<file path="config.mk">
export PLATFORM = sky130hd
export DESIGN_NAME = rangefinder_reply_deframer
export DESIGN_NICKNAME = d
export VERILOG_FILES = /design/src/rfd_pkg.sv /design/src/rfd_parser.sv /design/src/rangefinder_reply_deframer.sv
export SDC_FILE = /design/constraint.sdc
export NUM_CORES = 1
export LEC_CHECK = 0
export CAP_MARGIN = 40
export CORE_MARGIN = 10
export CORE_UTILIZATION = 45
export CTS_CLUSTER_DIAMETER = 100
export DETAILED_ROUTE_END_ITERATION = 6
export DONT_BUFFER_PORTS = 1
export GPL_TIMING_DRIVEN = 0
export SETUP_SLACK_MARGIN = 0.5
export SYNTH_ARGS = -nofsm -noshare
export SYNTH_HDL_FRONTEND = slang
export SYNTH_SLANG_ARGS = --single-unit
</file>
<file path="constraint.sdc">
create_clock -name i_clk -period 4.6 [get_ports i_clk]
set_input_delay 0.46 -clock i_clk [delete_from_list [all_inputs] [get_ports i_clk]]
set_output_delay 0.46 -clock i_clk [all_outputs]
set_load 0.01 [all_outputs]
</file>
<file path="src/rfd_pkg.sv">
// Shared types and constants for the range finder reply deframer.
package rfd_pkg;

    // Payload lengths of the two known reply kinds, in bytes.
    localparam int STATUS_PAYLOAD_BYTES = 4;
    localparam int RANGE_PAYLOAD_BYTES  = 20;

    // Payload byte counter width; it covers the longest payload.
    localparam int CNT_W = 5;

    // Reset value of the sync byte register.
    localparam logic [7:0] SYNC_RESET = 8'h59;

    // Configuration register indexes.
    localparam logic [1:0] CFG_IDX_SYNC   = 2'd0;
    localparam logic [1:0] CFG_IDX_STATUS = 2'd1;
    localparam logic [1:0] CFG_IDX_RANGE  = 2'd2;

    // Status payload byte that carries the flags, and the lowest flag bit.
    localparam logic [CNT_W-1:0] STATUS_FLAG_BYTE = CNT_W'(2);
    localparam int               FLAG_LSB         = 1;
    localparam int               NUM_FLAGS        = 5;

    // Payload offsets of the three little-endian range words.
    localparam int NUM_RANGES = 3;
    localparam logic [CNT_W-1:0] RANGE_WORD_OFS [NUM_RANGES] = '{
        CNT_W'(0), CNT_W'(6), CNT_W'(12)
    };

    // Kind of a finished frame.
    typedef enum logic [1:0] {
        KIND_STATUS = 2'd0,
        KIND_RANGE  = 2'd1,
        KIND_DROP   = 2'd2
    } t_kind;

    // Programmable decode values.
    typedef struct packed {
        logic [7:0] sync_value;
        logic [7:0] status_opcode;
        logic [7:0] range_opcode;
    } t_cfg;

    // One result beat.
    typedef struct packed {
        t_kind                frame_kind;
        logic [7:0]           command_byte;
        logic [NUM_FLAGS-1:0] flags;
        logic [31:0]          range_first;
        logic [31:0]          range_second;
        logic [31:0]          range_third;
    } t_result;

endpackage

</file>
<file path="src/rfd_parser.sv">
// Frame parser: sync hunt, command decode and payload capture for one byte a cycle while i_fire is high.
module rfd_parser
    import rfd_pkg::*;
(
    input  logic       i_clk,
    input  logic       i_rst_n,
    input  logic       i_fire,
    input  logic [7:0] i_byte,
    input  t_cfg       i_cfg,
    output logic       o_res_valid,
    output t_result    o_res
);

    typedef enum logic [2:0] {
        PH_HUNT    = 3'b001,
        PH_CMD     = 3'b010,
        PH_PAYLOAD = 3'b100
    } t_phase;

    localparam logic [CNT_W:0] STATUS_LEN = (CNT_W+1)'(STATUS_PAYLOAD_BYTES);
    localparam logic [CNT_W:0] RANGE_LEN  = (CNT_W+1)'(RANGE_PAYLOAD_BYTES);

    t_phase           r_phase,   n_phase;
    logic             r_is_range, n_is_range;
    logic [CNT_W-1:0] r_count,   n_count;
    logic [7:0]       r_command, n_command;
    logic [7:0]       r_status,  n_status;
    logic [31:0]      r_ranges [NUM_RANGES];
    logic [31:0]      n_ranges [NUM_RANGES];

    logic [CNT_W-1:0] rel;
    logic [CNT_W:0]   frame_len;
    logic             last_byte;

    // The frame ends on the byte whose position reaches the payload length.
    assign frame_len = r_is_range ? RANGE_LEN : STATUS_LEN;
    assign last_byte = (({1'b0, r_count} + (CNT_W+1)'(1)) >= frame_len);

    // Next state and the result caused by the current byte.
    always_comb begin
        n_phase     = r_phase;
        n_is_range  = r_is_range;
        n_count     = r_count;
        n_command   = r_command;
        n_status    = r_status;
        n_ranges    = r_ranges;
        rel         = '0;
        o_res_valid = 1'b0;
        o_res       = '0;
        if (i_fire) begin
            case (r_phase)
                PH_CMD: begin
                    n_command = i_byte;
                    n_count   = '0;
                    if (i_byte == i_cfg.status_opcode) begin
                        n_is_range = 1'b0;
                        n_phase    = PH_PAYLOAD;
                    end else if (i_byte == i_cfg.range_opcode) begin
                        n_is_range = 1'b1;
                        n_phase    = PH_PAYLOAD;
                    end else begin
                        // Unknown command: report it and go back to hunting.
                        n_phase            = PH_HUNT;
                        o_res_valid        = 1'b1;
                        o_res.frame_kind   = KIND_DROP;
                        o_res.command_byte = i_byte;
                    end
                end
                PH_PAYLOAD: begin
                    // Capture payload bytes that fall inside a range word, or the status flag byte.
                    if (r_is_range) begin
                        for (int w = 0; w < NUM_RANGES; w++) begin
                            rel = r_count - RANGE_WORD_OFS[w];
                            if (r_count >= RANGE_WORD_OFS[w] && rel < CNT_W'(4)) begin
                                n_ranges[w][{rel[1:0], 3'b000} +: 8] = i_byte;
                            end
                        end
                    end else if (r_count == STATUS_FLAG_BYTE) begin
                        n_status = i_byte;
                    end
                    if (last_byte) begin
                        n_phase            = PH_HUNT;
                        n_count            = '0;
                        o_res_valid        = 1'b1;
                        o_res.command_byte = r_command;
                        if (r_is_range) begin
                            o_res.frame_kind   = KIND_RANGE;
                            o_res.range_first  = n_ranges[0];
                            o_res.range_second = n_ranges[1];
                            o_res.range_third  = n_ranges[2];
                        end else begin
                            o_res.frame_kind = KIND_STATUS;
                            o_res.flags      = n_status[FLAG_LSB +: NUM_FLAGS];
                        end
                    end else begin
                        n_count = r_count + CNT_W'(1);
                    end
                end
                default: begin
                    // Hunting: wait for the sync byte.
                    n_phase = (i_byte == i_cfg.sync_value) ? PH_CMD : PH_HUNT;
                end
            endcase
        end
    end

    // Parser state registers.
    always_ff @(posedge i_clk) begin
        if (!i_rst_n) begin
            r_phase    <= PH_HUNT;
            r_is_range <= 1'b0;
            r_count    <= '0;
            r_command  <= '0;
            r_status   <= '0;
            for (int w = 0; w < NUM_RANGES; w++) begin
                r_ranges[w] <= '0;
            end
        end else begin
            r_phase    <= n_phase;
            r_is_range <= n_is_range;
            r_count    <= n_count;
            r_command  <= n_command;
            r_status   <= n_status;
            r_ranges   <= n_ranges;
        end
    end

    // The payload counter stays inside the open frame.
    a_count_in_frame: assert property (@(posedge i_clk) disable iff (!i_rst_n)
        (r_phase == PH_PAYLOAD) |-> ({1'b0, r_count} < frame_len))
        else $error("payload counter beyond frame length");

    // Outside a payload the counter is parked at zero.
    a_count_idle: assert property (@(posedge i_clk) disable iff (!i_rst_n)
        (r_phase != PH_PAYLOAD) |-> (r_count == '0))
        else $error("payload counter not cleared outside a payload");

    // The phase register always holds exactly one state.
    a_phase_onehot: assert property (@(posedge i_clk) disable iff (!i_rst_n)
        $onehot(r_phase))
        else $error("parse phase not one-hot");

endmodule

</file>
<file path="src/rangefinder_reply_deframer.sv">
// Top level of the range finder reply deframer: config registers, input skid and result register.
//
// Usage:
//   Received bytes enter on the rx channel (i_rx_valid, o_rx_stall, i_rx_byte).
//   Each completed frame, and each unknown command byte, produces one result
//   beat on the result channel (o_res_valid, i_res_stall and the o_ fields).
//   Fields without meaning for the frame kind read as zero.
//   The configuration channel (i_cfg_valid, o_cfg_ready, i_cfg_index,
//   i_cfg_data) writes sync_value, status_opcode and range_opcode; it is always
//   ready and an index beyond the last register is ignored.
//   Throughput is one byte per cycle while a waiting result is not stalled; the
//   parser updates its state once per byte. The result is registered and appears
//   in the cycle after the parser takes the byte that ends the frame.
//   When the receiver stalls, the waiting result holds and one more byte is
//   taken into a skid register; o_rx_stall then rises until the result moves.
//   Reset (synchronous, active low) returns the parser to sync hunt, empties
//   the result and skid registers and restores sync_value to 0x59 with both
//   opcodes at zero.
module rangefinder_reply_deframer
    import rfd_pkg::*;
(
    input  logic        i_clk,
    input  logic        i_rst_n,
    input  logic        i_rx_valid,
    output logic        o_rx_stall,
    input  logic [7:0]  i_rx_byte,
    output logic        o_res_valid,
    input  logic        i_res_stall,
    output logic [1:0]  o_frame_kind,
    output logic [7:0]  o_command_byte,
    output logic        o_flag_mt,
    output logic        o_flag_nt,
    output logic        o_flag_err,
    output logic        o_flag_nr,
    output logic        o_flag_tte,
    output logic [31:0] o_range_first,
    output logic [31:0] o_range_second,
    output logic [31:0] o_range_third,
    input  logic        i_cfg_valid,
    output logic        o_cfg_ready,
    input  logic [1:0]  i_cfg_index,
    input  logic [7:0]  i_cfg_data
);

    t_cfg       r_cfg;
    logic       r_skid_valid;
    logic [7:0] r_skid_byte;
    logic       r_out_valid;
    t_result    r_out;

    logic       out_free;
    logic       src_valid;
    logic [7:0] src_byte;
    logic       fire;
    logic       rx_accept;
    logic       par_valid;
    t_result    par_res;

    // Configuration registers.
    assign o_cfg_ready = 1'b1;

    always_ff @(posedge i_clk) begin
        if (!i_rst_n) begin
            r_cfg.sync_value    <= SYNC_RESET;
            r_cfg.status_opcode <= '0;
            r_cfg.range_opcode  <= '0;
        end else if (i_cfg_valid) begin
            case (i_cfg_index)
                CFG_IDX_SYNC:   r_cfg.sync_value    <= i_cfg_data;
                CFG_IDX_STATUS: r_cfg.status_opcode <= i_cfg_data;
                CFG_IDX_RANGE:  r_cfg.range_opcode  <= i_cfg_data;
                default: ;
            endcase
        end
    end

    // Byte source: the skid register has priority over the port.
    assign out_free   = !r_out_valid || !i_res_stall;
    assign src_valid  = r_skid_valid || i_rx_valid;
    assign src_byte   = r_skid_valid ? r_skid_byte : i_rx_byte;
    assign fire       = src_valid && out_free;
    assign rx_accept  = i_rx_valid && !r_skid_valid;
    assign o_rx_stall = r_skid_valid;

    // Skid register catches one byte while the result register is blocked.
    always_ff @(posedge i_clk) begin
        if (!i_rst_n) begin
            r_skid_valid <= 1'b0;
        end else if (r_skid_valid) begin
            r_skid_valid <= !out_free;
        end else begin
            r_skid_valid <= rx_accept && !out_free;
        end
    end

    always_ff @(posedge i_clk) begin
        if (rx_accept && !out_free) begin
            r_skid_byte <= i_rx_byte;
        end
    end

    rfd_parser u_parser (
        .i_clk       (i_clk),
        .i_rst_n     (i_rst_n),
        .i_fire      (fire),
        .i_byte      (src_byte),
        .i_cfg       (r_cfg),
        .o_res_valid (par_valid),
        .o_res       (par_res)
    );

    // Result register.
    always_ff @(posedge i_clk) begin
        if (!i_rst_n) begin
            r_out_valid <= 1'b0;
        end else if (out_free) begin
            r_out_valid <= par_valid;
        end
    end

    always_ff @(posedge i_clk) begin
        if (out_free && par_valid) begin
            r_out <= par_res;
        end
    end

    assign o_res_valid    = r_out_valid;
    assign o_frame_kind   = r_out.frame_kind;
    assign o_command_byte = r_out.command_byte;
    assign o_flag_mt      = r_out.flags[0];
    assign o_flag_nt      = r_out.flags[1];
    assign o_flag_err     = r_out.flags[2];
    assign o_flag_nr      = r_out.flags[3];
    assign o_flag_tte     = r_out.flags[4];
    assign o_range_first  = r_out.range_first;
    assign o_range_second = r_out.range_second;
    assign o_range_third  = r_out.range_third;

    // A byte is only parked in the skid register behind a waiting result.
    a_skid_behind_result: assert property (@(posedge i_clk) disable iff (!i_rst_n)
        r_skid_valid |-> r_out_valid)
        else $error("skid byte held without a waiting result");

    // A result that is stalled is never lost.
    a_result_kept: assert property (@(posedge i_clk) disable iff (!i_rst_n)
        (r_out_valid && i_res_stall) |=> (r_out_valid && $stable(r_out)))
        else $error("stalled result dropped or changed");

    // A parked byte leaves the skid register as soon as the result moves.
    a_skid_drains: assert property (@(posedge i_clk) disable iff (!i_rst_n)
        (r_skid_valid && !i_res_stall) |=> !r_skid_valid)
        else $error("skid byte not drained");

endmodule
</file>
==> metrics <==
Synth Area in XOR/XNOR=0.0208; fill count=2293; worst reg-to-reg setup slack=0.93 ns; outcome=completed; Inserted Clock Buffers=27; Final ANT Viol Nets=0; minimum clock period=3.67 ns; Max Clk Rate=272 MHz; Setup Crit Path Kind=register to register; Final Max Slew Viols=0; initial DRC count=529; Post-Synth Simple-Gate Area=0.154; Fin. Hold Viols=0; largest net degree at the start of global routing=69; Place WS=0.864 ns; Cell Pwr Density=approximately 370 nW/um2; nets@finish=1149; syn nets=1110; row count=58; Vias=7734; Yosys cell types=43; die area=32000 um2; mux cell area share after synthesis=0.172; Die W=179 um; antenna violations before repair=0; Antenna diodes=0; Hold Path Depth=0; Worst Hold Slack=0.0301 ns; H-tree levels=1; CTS Sinks=263; Mapped Cells=about 1100; Die Y-Extent=179 um; Final Cycle Share=0.798; Worst Max-Slew Pin Slew=~0.9 ns; Synth Area per Inst=10.6 um2; DRC=0; reg2reg end=o_range_third[31]$_SDFFCE_PN0P_; max layer used=met4; Int Power=3.73 mW; gr ovfl total=0; relative slew slack=0.394; first-pass GRT wire length=about 44 mm; setup violators final=0; P_sw=981 uW; number of top-level pins=between 100 and 150; WL final=28.1 mm; vias in the first global route=7578; area grow syn2layout=12.3%; combinational share of power=0.025; P_leak=5.34 nW; hold wc startpoint=i_rx_byte[4]; reg2reg path depth=9; vias per cell=5.28; max cap viols=0; Post-DP HPWL=19.5 mm; GRT Util Overall=0.174; Starting Density=0.454; Compound-Gate Fraction of Synth Area=0.0461; met3 WL post-DR=1.78 mm; DR WL met2=13.5 mm; #FFs+latches synth=~260; area occupied by multi-input gates=approximately 4600 um2; RSZ-0062 raised after global routing=false; share of cells above drive strength 1=0.0608; Post-Synth Adder-Cell Area=0.0132; Worst Hold End=r_skid_byte[4]$_DFFE_PP_; register area=6460 um2; sw frac=0.208; main combinational cell family by area after synthesis=multiplexers; Reg power frac=0.517; Placed Area=11900 um2; Core Area=between 20000 and 30000 um2; synthesized area=11400 um2; Clock Power Share=0.458; Required @ worst endpoint=4.83 ns; clock-pin slew on the worst setup and hold paths=0.06 ns; Root Buffer=clkbuf_16; met1 WL=12.4 mm; worst clock skew=about 0.021 ns; Crit Reg-Reg Startpoint=o_rx_stall$_SDFF_PN0_; min-delay worst type=primary input to register; CP Max Fanout=68; Port-buffer cells=0; Critical Path AT=3.90 ns; CTS tree=done; crit start category=register; DRT Pass-1 Iters=5; crit end category=register; Clock Tree Buf Depth=3; fin area=between 10000 and 15000 um2; Max IR drop VDD=0.234 mV; GPL Wtd Cong=approximately 0.84; worst skew pair latency=about 0.54 ns; PnR worst setup slack=0.930 ns; post-CTS setup buffers=0; YS warnings=0; fin util=0.510; Seq/Total Area, Yosys=0.568; WL/cell=19.2 um
layout make-up:
| type | instances | share of cell area |
|---|---|---|
| multi-input cells | 738 | 0.362 |
| inverters | 11 | 0.00323 |
| well taps | 330 | 0.0323 |
| clock buffers | 33 | 0.0555 |
| repair buffers | 10 | 0.00892 |
| clock inverters | 16 | 0.0124 |
| plain buffers | 63 | 0.0193 |
| flip-flops and latches | 263 | 0.506 |
worst max-delay path, stage by stage, from the launching register on:
cell,delay (ns)
dfxtp_1,0.44
buf_2,0.35
mux2i_1,0.77
xnor2_1,0.13
nor4_1,0.35
nand2_1,0.17
nand3_1,0.15
buf_2,0.24
nand2_4,0.35
buf_16,0.37
power groups by stage:
stage | Combinational, mW | Sequential (mW) | Clock, mW
after global placement | 0.110 | 2.49 | 0
after global routing | 0.128 | 2.43 | 2.30
final | 0.117 | 2.44 | 2.16
after CTS | 0.116 | 2.44 | 2.21
after floorplan | 0.0730 | 2.49 | 0
after detailed placement | 0.114 | 2.49 | 0
worst max-delay path by stage:
stage	startpoint	to	slack, ns
3_5_place_dp	o_rx_stall$_SDFF_PN0_	o_range_first[21]$_SDFFCE_PN0P_	0.86
4_1_cts	o_rx_stall$_SDFF_PN0_	o_range_third[27]$_SDFFCE_PN0P_	0.84
5_1_grt	o_rx_stall$_SDFF_PN0_	o_range_third[31]$_SDFFCE_PN0P_	0.56
6_report	o_rx_stall$_SDFF_PN0_	o_range_third[31]$_SDFFCE_PN0P_	0.93
3_3_place_gp	o_rx_stall$_SDFF_PN0_	o_range_third[20]$_SDFFCE_PN0P_	-0.29
2_1_floorplan	o_rx_stall$_SDFF_PN0_	o_command_byte[0]$_SDFFCE_PN0P_	1.02
stage by stage:
step | total power, mW | TNS [ns] | instances
after floorplan | 2.56 | 0 | 1075
after global placement | 2.60 | -30.33 | 1405
after detailed placement | 2.60 | 0 | 1411
after CTS | 4.76 | 0 | 1461
after global routing | 4.86 | 0 | 1464
final | 4.71 | 0 | 1464
logic make-up (layout without fill, tap and decap cells):
logic type,count (synthesis),after routing
xor+xnor,27,27
compound gates,83,83
mux,194,194
buf+inv,74,133
simple gates,421,421
fa+ha+maj,12,12
other cells,1,1
flops,263,263
flip-flops by register name, summed over array words and instances (netlist names), 2 cells and up:
register            cells
o_command_byte          8
o_frame_kind            2
o_range_first          32
o_range_second         32
o_range_third          32
r_cfg                  24
r_skid_byte             8
u_parser.r_command      8
u_parser.r_count        5
u_parser.r_phase        3
u_parser.r_ranges      96
u_parser.r_status       5
placed cells by master (no fill, tap or decap), types with 3 or more instances in the layout:
cell	netlist	final
a211oi_1	20	20
a21oi_1	37	37
and2_1	3	3
buf_1	11	11
buf_2	5	6
buf_6	0	3
bufinv_16	0	3
clkbuf_1	46	51
clkbuf_16	0	27
clkinv_2	0	9
dfxtp_1	144	144
dlygate4sd3_1	0	4
edfxtp_1	119	119
ha_1	12	12
inv_1	11	11
mux2i_1	190	190
mux2i_2	3	3
nand2_1	67	66
nand2_2	4	4
nand3_1	46	46
nand3_2	4	4
nand3b_1	3	3
nor2_1	273	273
nor4_1	6	6
o21ai_0	12	12
or3_1	4	4
xnor2_1	19	19
xor2_1	8	8
repair_timing:
item,4_1_cts,5_1_grt
hold endpoints to repair,4,3
gates resized for setup,0,0
hold buffers,1,3
layer usage:
metal,global-route usage,vias up
met5,0,-
met4,0.0389,0
met3,0.0377,34
met2,0.285,186
met1,0.230,3705
li1,-,3809
synthesized netlist by cell type, drive strengths merged:
library cell  number  area share
ha                12       0.013
o31ai              2      0.0013
nand3             50       0.024
a41oi              1     0.00077
nand2             71       0.024
a21oi             37       0.016
xor2               8      0.0062
inv               11      0.0036
clkbuf            46       0.015
nand4              2      0.0011
o21ai             12      0.0053
and3b              1     0.00077
nand4b             1     0.00077
nor3               2     0.00088
or3                4      0.0022
and2               3      0.0017
a31oi              2      0.0011
nand3b             3      0.0020
mux2i            193        0.17
dfxtp            144        0.25
xnor2             19       0.015
a21boi             2      0.0013
a211oi            21       0.014
mux2               1     0.00099
nor2b              1     0.00055
nand2b             2      0.0011
o21a               2      0.0013
a2111oi            1      0.0024
edfxtp           119        0.31
nor3b              2      0.0013
a22oi              2      0.0013
nor2             273       0.090
nor4               6      0.0033
a21o               1     0.00066
conb               1     0.00033
buf               17      0.0065
(Power assumes the default switching activity.)
